--- src/sv/rlps_pkg.sv ---
`timescale 1ns / 1ps
// Shared types and constants of the radio link poll supervisor.
// No dependencies; every other file of the block refers to it by scoped names.
package rlps_pkg;

	// Default for the number of node slots built into the block
	localparam int NUM_NODES_DEF = 4;

	// Configuration port
	localparam int PADDR_W   = 6;
	localparam int PDATA_W   = 64;
	localparam int REG_IDX_W = 3;
	localparam int ADDR_REGS = 4;

	localparam logic [REG_IDX_W-1:0] REG_NODE_COUNT = 3'd0;
	localparam logic [REG_IDX_W-1:0] REG_TIMEOUT    = 3'd1;
	localparam logic [REG_IDX_W-1:0] REG_ADDR_BASE  = 3'd2;

	localparam logic [2:0]  NODE_COUNT_RST = 3'd1;
	localparam logic [15:0] TIMEOUT_RST    = 16'd300;

	// Fixed field widths
	localparam int NODE_W  = 2;
	localparam int FRAME_W = 8;
	localparam int TMR_W   = 16;
	localparam int CNT_ERR_W = 3;

	localparam logic [FRAME_W-1:0] FRAME_FIRST = 8'd1;
	localparam logic [FRAME_W-1:0] FRAME_LAST  = 8'd255;
	localparam logic [FRAME_W-1:0] FRAME_NONE  = 8'd0;

	// Saturation limit of the per-node error and silence counters
	localparam logic [CNT_ERR_W-1:0] ERR_LIMIT = 3'd4;

	// Link states
	localparam logic [1:0] LINK_OK      = 2'd0;
	localparam logic [1:0] LINK_NO_RECV = 2'd1;
	localparam logic [1:0] LINK_NO_ACK  = 2'd2;

	// Event codes
	localparam logic [1:0] REQ_START  = 2'd0;
	localparam logic [1:0] REQ_STATUS = 2'd1;
	localparam logic [1:0] REQ_REPORT = 2'd2;
	localparam logic [1:0] REQ_TICK   = 2'd3;

	// Transmit result codes
	localparam logic [7:0] TX_OK     = 8'd0;
	localparam logic [7:0] TX_NO_ACK = 8'd1;
	localparam logic [7:0] TX_NO_CCA = 8'd2;

	typedef struct packed {
		logic [1:0]  req_type;
		logic        length_ok;
		logic [7:0]  status_frame;
		logic [7:0]  tx_result;
		logic [63:0] sender_address;
		logic [15:0] green_raw;
		logic [15:0] motor_raw;
		logic [15:0] firmware_word;
		logic [7:0]  report_flags;
	} req_t;

	typedef struct packed {
		logic        send_valid;
		logic [1:0]  send_node;
		logic [7:0]  send_frame;
		logic        send_report_req;
		logic        update_valid;
		logic [1:0]  update_node;
		logic [1:0]  link_state;
		logic [15:0] green_count;
		logic [15:0] motor_count;
		logic [15:0] firmware_version;
		logic        gyro_present;
	} rsp_t;

	// Event broadcast to one node cell
	typedef struct packed {
		logic        ack_ok;
		logic        count_err;
		logic        count_sil;
		logic        rpt_hit;
		logic [15:0] green;
		logic [15:0] motor;
		logic [15:0] firmware;
		logic        gyro;
	} node_ev_t;

	// Post-event view of one node cell
	typedef struct packed {
		logic [1:0]  link;
		logic [15:0] green;
		logic [15:0] motor;
		logic [15:0] firmware;
		logic        gyro;
	} node_view_t;

endpackage

--- src/sv/rlps_req_if.sv ---
`timescale 1ns / 1ps
// Event channel of the radio link poll supervisor: valid/ready plus payload.
// Depends on rlps_pkg for the payload type.
interface rlps_req_if;
	logic          valid;
	logic          ready;
	rlps_pkg::req_t data;

	modport source (output valid, output data, input ready);
	modport sink (input valid, input data, output ready);
endinterface

--- src/sv/rlps_rsp_if.sv ---
`timescale 1ns / 1ps
// Result channel of the radio link poll supervisor: valid/ready plus payload.
// Depends on rlps_pkg for the payload type.
interface rlps_rsp_if;
	logic          valid;
	logic          ready;
	rlps_pkg::rsp_t data;

	modport source (output valid, output data, input ready);
	modport sink (input valid, input data, output ready);
endinterface

--- src/sv/rlps_node.sv ---
`timescale 1ns / 1ps
// One node cell: saturating error and silence counters, link state, last report.
// Depends on rlps_pkg for the event and view structs.
module rlps_node (
	input  logic                 clk,
	input  logic                 arst_n,
	input  rlps_pkg::node_ev_t   ev,
	output logic [1:0]           link_cur,
	output rlps_pkg::node_view_t view_nxt
);

	logic [rlps_pkg::CNT_ERR_W-1:0] fail_q, fail_d, fail_inc;
	logic [rlps_pkg::CNT_ERR_W-1:0] sil_q, sil_d, sil_inc;
	logic [1:0]  link_q, link_d;
	logic [15:0] green_q, green_d;
	logic [15:0] motor_q, motor_d;
	logic [15:0] fw_q, fw_d;
	logic        gyro_q, gyro_d;

	assign fail_inc = fail_q + 3'd1;
	assign sil_inc  = sil_q + 3'd1;

	always_comb begin
		fail_d  = fail_q;
		sil_d   = sil_q;
		link_d  = link_q;
		green_d = green_q;
		motor_d = motor_q;
		fw_d    = fw_q;
		gyro_d  = gyro_q;
		if (ev.rpt_hit) begin
			fail_d  = '0;
			sil_d   = '0;
			link_d  = rlps_pkg::LINK_OK;
			green_d = ev.green;
			motor_d = ev.motor;
			fw_d    = ev.firmware;
			gyro_d  = ev.gyro;
		end
		if (ev.ack_ok) begin
			fail_d = '0;
			if (link_q == rlps_pkg::LINK_NO_ACK) begin
				link_d = rlps_pkg::LINK_NO_RECV;
			end
		end
		// error first, then silence: silence only degrades a link still ok
		if (ev.count_err) begin
			if (fail_inc >= rlps_pkg::ERR_LIMIT) begin
				fail_d = rlps_pkg::ERR_LIMIT;
				link_d = rlps_pkg::LINK_NO_ACK;
			end else begin
				fail_d = fail_inc;
			end
		end
		if (ev.count_sil) begin
			if (sil_inc >= rlps_pkg::ERR_LIMIT) begin
				sil_d = rlps_pkg::ERR_LIMIT;
				if (link_d == rlps_pkg::LINK_OK) begin
					link_d = rlps_pkg::LINK_NO_RECV;
				end
			end else begin
				sil_d = sil_inc;
			end
		end
	end

	always_ff @(posedge clk or negedge arst_n) begin
		if (!arst_n) begin
			fail_q  <= '0;
			sil_q   <= '0;
			link_q  <= rlps_pkg::LINK_NO_ACK;
			green_q <= '0;
			motor_q <= '0;
			fw_q    <= '0;
			gyro_q  <= 1'b0;
		end else begin
			fail_q  <= fail_d;
			sil_q   <= sil_d;
			link_q  <= link_d;
			green_q <= green_d;
			motor_q <= motor_d;
			fw_q    <= fw_d;
			gyro_q  <= gyro_d;
		end
	end

	assign link_cur = link_q;
	assign view_nxt = '{link: link_d, green: green_d, motor: motor_d,
		firmware: fw_d, gyro: gyro_d};

endmodule

--- src/sv/radio_link_poll_supervisor_core.sv ---
`timescale 1ns / 1ps
// Radio link poll supervisor, top level. Uses rlps_pkg, rlps_req_if, rlps_rsp_if, rlps_node.
// Each result is registered in the result queue and shown on rsp behind any queued items.
// One event per cycle while the skid of the two-entry result queue (head + skid) is free.
// Reset (arst_n, async, low): polling idle, frame counter 1, node links "no acknowledge",
// counters and report values zero, node_count 1, timeout 300, addresses zero.
module radio_link_poll_supervisor_core #(
	parameter int NUM_NODES = rlps_pkg::NUM_NODES_DEF
) (
	input  logic                          clk,
	input  logic                          arst_n,
	rlps_req_if.sink                      req,
	rlps_rsp_if.source                    rsp,
	input  logic                          psel,
	input  logic                          penable,
	input  logic                          pwrite,
	input  logic [rlps_pkg::PADDR_W-1:0]  paddr,
	input  logic [rlps_pkg::PDATA_W-1:0]  pwdata,
	output logic [rlps_pkg::PDATA_W-1:0]  prdata,
	output logic                          pready
);

	localparam int IDX_W = (NUM_NODES > 1) ? $clog2(NUM_NODES) : 1;
	localparam int CNT_W = $clog2(NUM_NODES + 1);
	localparam int WR_NODES = (NUM_NODES < rlps_pkg::ADDR_REGS) ? NUM_NODES
		: rlps_pkg::ADDR_REGS;

	// ------------------------------------------------------------------
	// Configuration registers
	// ------------------------------------------------------------------
	logic [2:0]  node_count_q;
	logic [15:0] timeout_q;
	logic [63:0] addr_q [NUM_NODES];
	logic        cfg_wr;
	logic [rlps_pkg::REG_IDX_W-1:0] reg_idx;
	logic [rlps_pkg::REG_IDX_W-1:0] addr_off;

	assign pready  = 1'b1;
	assign cfg_wr  = psel & penable & pwrite;
	assign reg_idx = paddr[rlps_pkg::PADDR_W-1:3];
	assign addr_off = reg_idx - rlps_pkg::REG_ADDR_BASE;

	always_ff @(posedge clk or negedge arst_n) begin
		if (!arst_n) begin
			node_count_q <= rlps_pkg::NODE_COUNT_RST;
			timeout_q    <= rlps_pkg::TIMEOUT_RST;
		end else if (cfg_wr) begin
			if (reg_idx == rlps_pkg::REG_NODE_COUNT) begin
				node_count_q <= pwdata[2:0];
			end
			if (reg_idx == rlps_pkg::REG_TIMEOUT) begin
				timeout_q <= pwdata[15:0];
			end
		end
	end

	// Address registers exist for the first four slots; slots past them stay zero.
	for (genvar i = 0; i < NUM_NODES; i++) begin : g_addr
		if (i < rlps_pkg::ADDR_REGS) begin : g_wr
			always_ff @(posedge clk or negedge arst_n) begin
				if (!arst_n) begin
					addr_q[i] <= '0;
				end else if (cfg_wr && reg_idx == rlps_pkg::REG_ADDR_BASE
						+ rlps_pkg::REG_IDX_W'(i)) begin
					addr_q[i] <= pwdata;
				end
			end
		end else begin : g_zero
			assign addr_q[i] = '0;
		end
	end

	always_comb begin
		prdata = '0;
		priority if (reg_idx == rlps_pkg::REG_NODE_COUNT) begin
			prdata = {61'd0, node_count_q};
		end else if (reg_idx == rlps_pkg::REG_TIMEOUT) begin
			prdata = {48'd0, timeout_q};
		end else if (reg_idx >= rlps_pkg::REG_ADDR_BASE
				&& addr_off < rlps_pkg::REG_IDX_W'(WR_NODES)) begin
			prdata = addr_q[IDX_W'(addr_off)];
		end
	end

	// ------------------------------------------------------------------
	// Polling state
	// ------------------------------------------------------------------
	logic [IDX_W-1:0]             send_idx_q, rep_idx_q, active_node_q;
	logic [rlps_pkg::FRAME_W-1:0] frame_q, active_frame_q, active_frame_d;
	logic                         aw_s_q, aw_s_d, aw_r_q, aw_r_d;
	logic [rlps_pkg::TMR_W-1:0]   timer_q, timer_d, timeout_eff;

	// Effective rotation length and the next transmit slot
	logic [CNT_W-1:0] n_eff, s_mod, r_mod;
	logic [IDX_W-1:0] s_cur, s_nxt, r_nxt;
	logic             sched_req;
	logic [rlps_pkg::FRAME_W-1:0] frame_nxt;

	always_comb begin
		if (node_count_q == 3'd0) begin
			n_eff = CNT_W'(1);
		end else if (node_count_q > NUM_NODES) begin
			n_eff = CNT_W'(NUM_NODES);
		end else begin
			n_eff = CNT_W'(node_count_q);
		end
	end

	// Indices may sit past a count lowered while idle: fold them back
	// by repeated subtraction (the index is below NUM_NODES).
	always_comb begin
		s_mod = CNT_W'(send_idx_q);
		r_mod = CNT_W'(rep_idx_q);
		for (int k = 0; k < NUM_NODES - 1; k++) begin
			if (s_mod >= n_eff) s_mod = s_mod - n_eff;
			if (r_mod >= n_eff) r_mod = r_mod - n_eff;
		end
	end

	assign s_cur     = IDX_W'(s_mod);
	assign sched_req = (s_mod == r_mod);
	// sender runs forward, reporter runs backward
	assign s_nxt = (s_mod + CNT_W'(1) == n_eff) ? '0 : IDX_W'(s_mod + CNT_W'(1));
	assign r_nxt = (r_mod == '0) ? IDX_W'(n_eff - CNT_W'(1))
		: IDX_W'(r_mod - CNT_W'(1));
	assign frame_nxt = (frame_q == rlps_pkg::FRAME_LAST) ? rlps_pkg::FRAME_FIRST
		: frame_q + 8'd1;
	assign timeout_eff = (timeout_q == '0) ? 16'd1 : timeout_q;

	// ------------------------------------------------------------------
	// Report sender lookup: lowest slot within the count whose address matches
	// ------------------------------------------------------------------
	logic             match_found;
	logic [IDX_W-1:0] match_idx;

	always_comb begin
		match_found = 1'b0;
		match_idx   = '0;
		for (int i = 0; i < NUM_NODES; i++) begin
			if (!match_found && CNT_W'(i) < n_eff
					&& addr_q[i] == req.data.sender_address) begin
				match_found = 1'b1;
				match_idx   = IDX_W'(i);
			end
		end
	end

	// ------------------------------------------------------------------
	// Event decode
	// ------------------------------------------------------------------
	logic fire, sched, chk_an;
	logic ev_ack, ev_err, ev_sil, ev_rpt;

	assign fire = req.valid & req.ready;

	always_comb begin
		sched          = 1'b0;
		chk_an         = 1'b0;
		ev_ack         = 1'b0;
		ev_err         = 1'b0;
		ev_sil         = 1'b0;
		ev_rpt         = 1'b0;
		aw_s_d         = aw_s_q;
		aw_r_d         = aw_r_q;
		timer_d        = timer_q;
		active_frame_d = active_frame_q;
		if (fire) begin
			unique case (req.data.req_type)
				rlps_pkg::REQ_START: begin
					// start is ignored while anything is still awaited
					if (!aw_s_q && !aw_r_q) sched = 1'b1;
				end
				rlps_pkg::REQ_STATUS: begin
					if (req.data.length_ok && aw_s_q
							&& req.data.status_frame == active_frame_q) begin
						chk_an         = 1'b1;
						active_frame_d = rlps_pkg::FRAME_NONE;
						aw_s_d         = 1'b0;
						priority if (req.data.tx_result == rlps_pkg::TX_OK) begin
							ev_ack = 1'b1;
						end else if (req.data.tx_result == rlps_pkg::TX_NO_ACK
								|| req.data.tx_result == rlps_pkg::TX_NO_CCA) begin
							aw_r_d = 1'b0;
							ev_err = 1'b1;
						end else begin
							aw_r_d = 1'b0;
						end
						// release the air unless a report is still due
						if (!aw_r_d) begin
							timer_d = '0;
							sched   = 1'b1;
						end
					end
				end
				rlps_pkg::REQ_REPORT: begin
					if (req.data.length_ok && match_found) begin
						ev_rpt = 1'b1;
						// a late report updates the node but releases nothing
						if (aw_r_q && match_idx == active_node_q) begin
							aw_r_d = 1'b0;
							if (!aw_s_q) begin
								timer_d = '0;
								sched   = 1'b1;
							end
						end
					end
				end
				rlps_pkg::REQ_TICK: begin
					if (timer_q != '0) begin
						timer_d = timer_q - 16'd1;
						if (timer_q == 16'd1) begin
							// timeout: charge whatever was still awaited
							chk_an         = 1'b1;
							ev_err         = aw_s_q;
							ev_sil         = aw_r_q;
							aw_s_d         = 1'b0;
							aw_r_d         = 1'b0;
							active_frame_d = rlps_pkg::FRAME_NONE;
							sched          = 1'b1;
						end
					end
				end
				default: begin
				end
			endcase
		end
		if (sched) begin
			aw_s_d         = 1'b1;
			aw_r_d         = sched_req;
			timer_d        = timeout_eff;
			active_frame_d = frame_q;
		end
	end

	always_ff @(posedge clk or negedge arst_n) begin
		if (!arst_n) begin
			send_idx_q     <= '0;
			rep_idx_q      <= '0;
			frame_q        <= rlps_pkg::FRAME_FIRST;
			active_node_q  <= '0;
			active_frame_q <= rlps_pkg::FRAME_NONE;
			aw_s_q         <= 1'b0;
			aw_r_q         <= 1'b0;
			timer_q        <= '0;
		end else begin
			aw_s_q         <= aw_s_d;
			aw_r_q         <= aw_r_d;
			timer_q        <= timer_d;
			active_frame_q <= active_frame_d;
			if (sched) begin
				send_idx_q    <= s_nxt;
				frame_q       <= frame_nxt;
				active_node_q <= s_cur;
				if (sched_req) rep_idx_q <= r_nxt;
			end
		end
	end

	// ------------------------------------------------------------------
	// Node cells: each sees only the events aimed at its own slot
	// ------------------------------------------------------------------
	rlps_pkg::node_ev_t   node_ev   [NUM_NODES];
	rlps_pkg::node_view_t view_nxt  [NUM_NODES];
	logic [1:0]           link_cur  [NUM_NODES];

	for (genvar i = 0; i < NUM_NODES; i++) begin : g_node
		assign node_ev[i] = '{
			ack_ok:    ev_ack && active_node_q == IDX_W'(i),
			count_err: ev_err && active_node_q == IDX_W'(i),
			count_sil: ev_sil && active_node_q == IDX_W'(i),
			rpt_hit:   ev_rpt && match_idx == IDX_W'(i),
			green:     req.data.green_raw,
			motor:     req.data.motor_raw,
			firmware:  req.data.firmware_word,
			gyro:      req.data.report_flags[0]
		};

		rlps_node u_node (
			.clk      (clk),
			.arst_n   (arst_n),
			.ev       (node_ev[i]),
			.link_cur (link_cur[i]),
			.view_nxt (view_nxt[i])
		);
	end

	// ------------------------------------------------------------------
	// Result assembly
	// ------------------------------------------------------------------
	logic                 upd, res_valid;
	logic [IDX_W-1:0]     un;
	rlps_pkg::node_view_t un_view;
	rlps_pkg::rsp_t       res;

	assign un      = ev_rpt ? match_idx : active_node_q;
	assign un_view = view_nxt[un];
	// status and timeout report a node only when its link state moved
	assign upd = ev_rpt
		|| (chk_an && view_nxt[active_node_q].link != link_cur[active_node_q]);
	assign res_valid = sched || upd;

	always_comb begin
		res = '0;
		if (sched) begin
			res.send_valid      = 1'b1;
			res.send_node       = rlps_pkg::NODE_W'(s_cur);
			res.send_frame      = frame_q;
			res.send_report_req = sched_req;
		end
		if (upd) begin
			res.update_valid     = 1'b1;
			res.update_node      = rlps_pkg::NODE_W'(un);
			res.link_state       = un_view.link;
			res.green_count      = un_view.green;
			res.motor_count      = un_view.motor;
			res.firmware_version = un_view.firmware;
			res.gyro_present     = un_view.gyro;
		end
	end

	// ------------------------------------------------------------------
	// Two-entry result queue: head drives rsp, skid absorbs one item
	// while the head is stalled, so req stays open in that cycle.
	// ------------------------------------------------------------------
	rlps_pkg::rsp_t head_q, skid_q;
	logic           head_v_q, skid_v_q;
	logic           push, pop;

	assign req.ready = !skid_v_q;
	assign push      = fire && res_valid;
	assign pop       = head_v_q && rsp.ready;

	always_ff @(posedge clk or negedge arst_n) begin
		if (!arst_n) begin
			head_v_q <= 1'b0;
			skid_v_q <= 1'b0;
		end else begin
			if (push) begin
				if (!head_v_q || pop) begin
					head_v_q <= 1'b1;
				end else begin
					skid_v_q <= 1'b1;
				end
			end else if (pop) begin
				if (skid_v_q) begin
					skid_v_q <= 1'b0;
				end else begin
					head_v_q <= 1'b0;
				end
			end
		end
	end

	always_ff @(posedge clk) begin
		if (push) begin
			if (!head_v_q || pop) begin
				head_q <= res;
			end else begin
				skid_q <= res;
			end
		end else if (pop && skid_v_q) begin
			head_q <= skid_q;
		end
	end

	assign rsp.valid = head_v_q;
	assign rsp.data  = head_q;

	// ------------------------------------------------------------------
	// Assertions
	// ------------------------------------------------------------------
	// Queue fills in order: the skid is never occupied with the head empty.
	a_skid_behind_head: assert property (@(posedge clk) disable iff (!arst_n)
		skid_v_q |-> head_v_q)
		else $error("skid entry held while head is empty");

	// A result arriving at a stalled, full head must land in the skid.
	a_stall_to_skid: assert property (@(posedge clk) disable iff (!arst_n)
		(push && head_v_q && !rsp.ready) |=> skid_v_q)
		else $error("result lost while head stalled");

	// The timer runs exactly while a status or report is awaited.
	a_timer_tracks_wait: assert property (@(posedge clk) disable iff (!arst_n)
		(aw_s_q || aw_r_q) == (timer_q != '0))
		else $error("wait timer out of step with wait flags");

	// A transmit never carries the reserved frame number.
	a_frame_nonzero: assert property (@(posedge clk) disable iff (!arst_n)
		sched |-> (frame_q != rlps_pkg::FRAME_NONE))
		else $error("transmit issued with frame zero");

endmodule
--- src/flat_wrapper.sv ---
// flat-port wrapper written by rule: the top's interface ports become plain ports
module radio_link_poll_supervisor_core_flat 
#(
	parameter int NUM_NODES = rlps_pkg::NUM_NODES_DEF
)
  (clk, arst_n, psel, penable, pwrite, paddr, pwdata, prdata, pready, req_valid, req_data, req_ready, rsp_valid, rsp_data, rsp_ready);
  rlps_req_if req_i ();
  rlps_rsp_if rsp_i ();
  input  logic clk;
  input  logic arst_n;
  input  logic psel;
  input  logic penable;
  input  logic pwrite;
  input  logic [rlps_pkg::PADDR_W-1:0] paddr;
  input  logic [rlps_pkg::PDATA_W-1:0] pwdata;
  output logic [rlps_pkg::PDATA_W-1:0] prdata;
  output logic pready;
  input wire logic [$bits(req_i.valid)-1:0] req_valid;
  input wire logic [$bits(req_i.data)-1:0] req_data;
  output wire logic [$bits(req_i.ready)-1:0] req_ready;
  output wire logic [$bits(rsp_i.valid)-1:0] rsp_valid;
  output wire logic [$bits(rsp_i.data)-1:0] rsp_data;
  input wire logic [$bits(rsp_i.ready)-1:0] rsp_ready;
  assign req_i.valid = req_valid;
  assign req_i.data = req_data;
  assign req_ready = req_i.ready;
  assign rsp_valid = rsp_i.valid;
  assign rsp_data = rsp_i.data;
  assign rsp_i.ready = rsp_ready;
  radio_link_poll_supervisor_core #(.NUM_NODES(NUM_NODES)) u_core (.clk(clk), .arst_n(arst_n), .req(req_i), .rsp(rsp_i), .psel(psel), .penable(penable), .pwrite(pwrite), .paddr(paddr), .pwdata(pwdata), .prdata(prdata), .pready(pready));
endmodule
--- config.mk ---
export PLATFORM = sky130hd
export DESIGN_NAME = radio_link_poll_supervisor_core_flat
export DESIGN_NICKNAME = d
export VERILOG_FILES = /design/src/sv/rlps_pkg.sv /design/src/sv/rlps_req_if.sv /design/src/sv/rlps_rsp_if.sv /design/src/sv/rlps_node.sv /design/src/sv/radio_link_poll_supervisor_core.sv /design/src/flat_wrapper.sv
export SDC_FILE = /design/constraint.sdc
export NUM_CORES = 1
export LEC_CHECK = 0
export BUFFER_PORTS_ARGS = -buffer_cell sky130_fd_sc_hd__buf_2
export CAP_MARGIN = 25
export CELL_PAD_IN_SITES_DETAIL_PLACEMENT = 1
export CELL_PAD_IN_SITES_GLOBAL_PLACEMENT = 2
export CORE_ASPECT_RATIO = 0.6
export CORE_MARGIN = 3
export CORE_UTILIZATION = 42
export CTS_BUF_LIST = sky130_fd_sc_hd__clkbuf_2
export CTS_CLUSTER_DIAMETER = 60
export DETAILED_ROUTE_END_ITERATION = 16
export GPL_TIMING_DRIVEN = 0
export PLACE_DENSITY = 0.8
export REMOVE_ABC_BUFFERS = 1
export SYNTH_ARGS = -nofsm -noshare
export SYNTH_HDL_FRONTEND = slang
export SYNTH_SLANG_ARGS = --single-unit
--- constraint.sdc ---
create_clock -name clk -period 10.4 [get_ports clk]
set_input_delay 2.6 -clock clk [delete_from_list [all_inputs] [get_ports clk]]
set_output_delay 2.6 -clock clk [all_outputs]
set_load 0.02 [all_outputs]
==> flow_summary.toml <==
[grt]
grtUsageTotal = 0.298
grt_pass1_vias = 28000
antenna_found_initial = 21
overflow = 0
grt_first_pass_wirelength_mm = 190
grt_start_max_net_pins = 104

[clock_tree]
path_clk_slew_ps = 120
cts_inserted_buffers = 168
cts.repair.resized = 0
cts_tree = "built"
clkSinkCount = 677
clk_latency_ps = 1510
clk_path_buf_depth = 3
cts_hold_buf = 0
htree_levels = 4
post_cts_buffers = 0
root_buffer = "clkbuf_2"

[synth]
synthDistinctLibCells = 75
ys_seq_area_frac = 0.501
netlist_instances = 2908
synth_warnings = 0
yosys.area.top_type = "dfrtp_1"
synth_top_area_share = 0.381
avgSynthCellArea_um2 = 12.1
ys.flop_type = "dfrtp_1"
synth_area_leaders = "dfrtp_1 (38%), mux2_2 (13%), edfxtp_1 (11%)"
synth_commonest_cells = "dfrtp_1 (535), mux2_2 (417), nand2_1 (231), mux2i_1 (160), xnor2_1 (144)"
synth_edf_count = 132
async_flop_share = 0.805
syn_area_um2 = 35100
yosysMostFrequentCell = "dfrtp_1"
postSynthRegisterBits = 677

[placement]
port_buffers = 337
hpwl_mm = 98.3
postPlaceCellArea_um2 = 38800
gp_congestion = 0.977

[sta]
max_slew_margin = 0.210
setup_viol = 0
fin_skew_ps = 145
rsz0062_at_grt = "false"
hold_viol = 0
min_period_over_period = 0.826
tns_ps = 0
fmax_mhz = 116
period_needed_ps = 8590
tightest_slew_ps = 1170
maxSlewViolCount = 0

[critical_path]
cp_slowest_cell = "nor4_1"
r2r-end = "u_core.skid_q[2]"
crit_arrival_ps = 9770
cp-end-kind = "flip-flop"
reg2reg_depth = 18
criticalPathCategory = "in2reg"
startpoint_type = "input pin"
startpoint = "req_data[61]"
crit_required_ps = 11580
reg2reg_from = "u_core.addr_q[5]"
reg2reg_slack_ps = 2720
cp_cell_sequence = "buf_2 -> xnor2_1 -> nand4_1 -> nor4_1 -> nand4_1 -> a211oi_1 -> o21ai_0 -> xnor2_1 -> a31oi_2 -> buf_8 -> inv_1 -> a211oi_4 -> buf_16 -> nor3b_2 -> buf_6 -> buf_8 -> buf_6 -> buf_8 -> buf_8"
crit_fanout = 25
cpMostUsedCell = "buf_8"
cpPeakStageDelay_ps = 890

[die]
fp.dieArea_um2 = 87300
fp.dieH_um = 230
core_area_um2 = 82200
row_count = 81
die_w_um = 379
pin_count = 349
initial_utilization = 0.428

[drt]
ant_nets = 0
drt_wl_total_mm = 130
drt_iter0_markers = 2459
wl_per_cell_um = 28.3
via_count = 26600
route.detailed.drc = 0
viasPerCell = 5.79
drt_first_pass_iters = 5

[final_layout]
areaGrowthSynthToFinish_pct = 15.2
n_fill_cell = 8721
drive_gt1_frac = 0.348
nets = 3587
final_cell_area_um2 = 40500

[worst_hold_path]
hold_path_end = "u_core.g_node[1].u_node.motor_q[0]"
min_path_type = "reg2reg"
hold_depth = 2
hp-start = "u_core.g_node[1].u_node.motor_q[0]"

[power]
power.density_nw_per_um2 = 191
peakVddDrop_mv = 0.110
p_leak_nw = 18.5

[run]
drv_cap = 0

[run_status]
status = "complete, no violations"
through the flow:
| stage | util | hold slack (ps) | cells | power, mW | setup slack, ps |
|---|---|---|---|---|---|
| after floorplan | - | 434 | 2762 | 4.89 | -1550 |
| after global placement | 0.458 | 444 | 4219 | 5.79 | -16380 |
| after detailed placement | 0.473 | 452 | 4284 | 5.78 | 408 |
| after CTS | 0.492 | 478 | 4592 | 7.75 | 2120 |
| after global routing | 0.492 | 505 | 4599 | 8.16 | 1640 |
| final | 0.492 | 475 | 4601 | 7.73 | 1810 |
worst max path at each step:
stage / to
after global routing: u_core.skid_q[39]
final: u_core.skid_q[2]
after CTS: u_core.skid_q[2]
after global placement: u_core.skid_q[11]
after detailed placement: u_core.skid_q[11]
after floorplan: u_core.rsp.data[0]
critical path, delay by kind of cell:
kind	cells	cell delay, ps
AND/OR/NAND/NOR	4	2240
XOR/XNOR	2	1030
AO/OA/AOI/OAI	4	1540
buffers and inverters	9	2260
cells by family (layout without fill, tap and decap cells):
| kind of cell | count (synthesis) | after routing | synth area share |
|---|---|---|---|
| simple gates | 805 | 805 | 0.120 |
| other cells | 1 | 8 | 0.000107 |
| buf+inv | 211 | 777 | 0.0242 |
| fa+ha+maj | 35 | 35 | 0.0137 |
| mux | 643 | 643 | 0.221 |
| xor+xnor | 232 | 232 | 0.0578 |
| flops | 677 | 677 | 0.501 |
| compound gates | 304 | 304 | 0.0615 |
sequential cells by signal, indices dropped and copies added (netlist names), 2 cells and up:
name,count
u_core.rep_idx_q,2
u_core.g_node.u_node.gyro_q,4
u_core.frame_q,8
u_core.rsp.data,66
u_core.active_node_q,2
u_core.g_node.u_node.fw_q,64
u_core.g_node.u_node.green_q,64
u_core.node_count_q,3
u_core.g_node.u_node.sil_q,12
u_core.timer_q,16
u_core.send_idx_q,2
u_core.active_frame_q,8
u_core.g_node.u_node.link_cur,8
u_core.g_node.u_node.motor_q,64
u_core.timeout_q,16
u_core.g_node.u_node.fail_q,12
u_core.skid_q,66
u_core.addr_q,256
power breakdown:
group          internal, mW  switching (mW)
clock                 0.735            1.22
sequential             3.00           0.351
combinational         0.997            1.43
layer usage:
layer	global-route usage	vias up	share of wire
met5	0	-	0.00081
met4	0.0773	14	0.017
met3	0.0844	173	0.088
met2	0.409	933	0.41
met1	0.458	14000	0.48
li1	-	11500	-
cells in the final DEF (no fill, tap or decap), drive strengths merged, types with 7 or more instances in the layout:
cell type,instances
o2111ai,16
nor4,60
or3,10
o211ai,9
buf,404
edfxtp,132
nand4,67
nor2,93
diode,7
mux2,417
a21oi,35
a21o,22
dfrtp,535
dfstp,10
and4,9
o21bai,8
or4,7
xor2,88
nand3,40
nor3,32
and3,9
o21ai,80
a211oi,9
mux2i,160
clkbuf,268
nand2b,85
nor2b,33
a22oi,22
nand2,231
xnor2,144
a22o,53
clkinv,31
inv,68
and2,112
ha,29
mux4,66
o31ai,11
final cells by class:
| class | instances | area [µm²] | area share |
|---|---|---|---|
| clock inverter | 40 | 248 | 0.00612 |
| sequential | 677 | 17600 | 0.435 |
| timing repair buffer | 404 | 2810 | 0.0694 |
| antenna | 7 | 17.5 | 0.000433 |
| multi-input combinational | 2020 | 16800 | 0.415 |
| inverter | 65 | 244 | 0.00603 |
| clock buffer | 268 | 1340 | 0.0331 |
| tap | 1120 | 1400 | 0.0346 |
(Power assumes the default switching activity.)
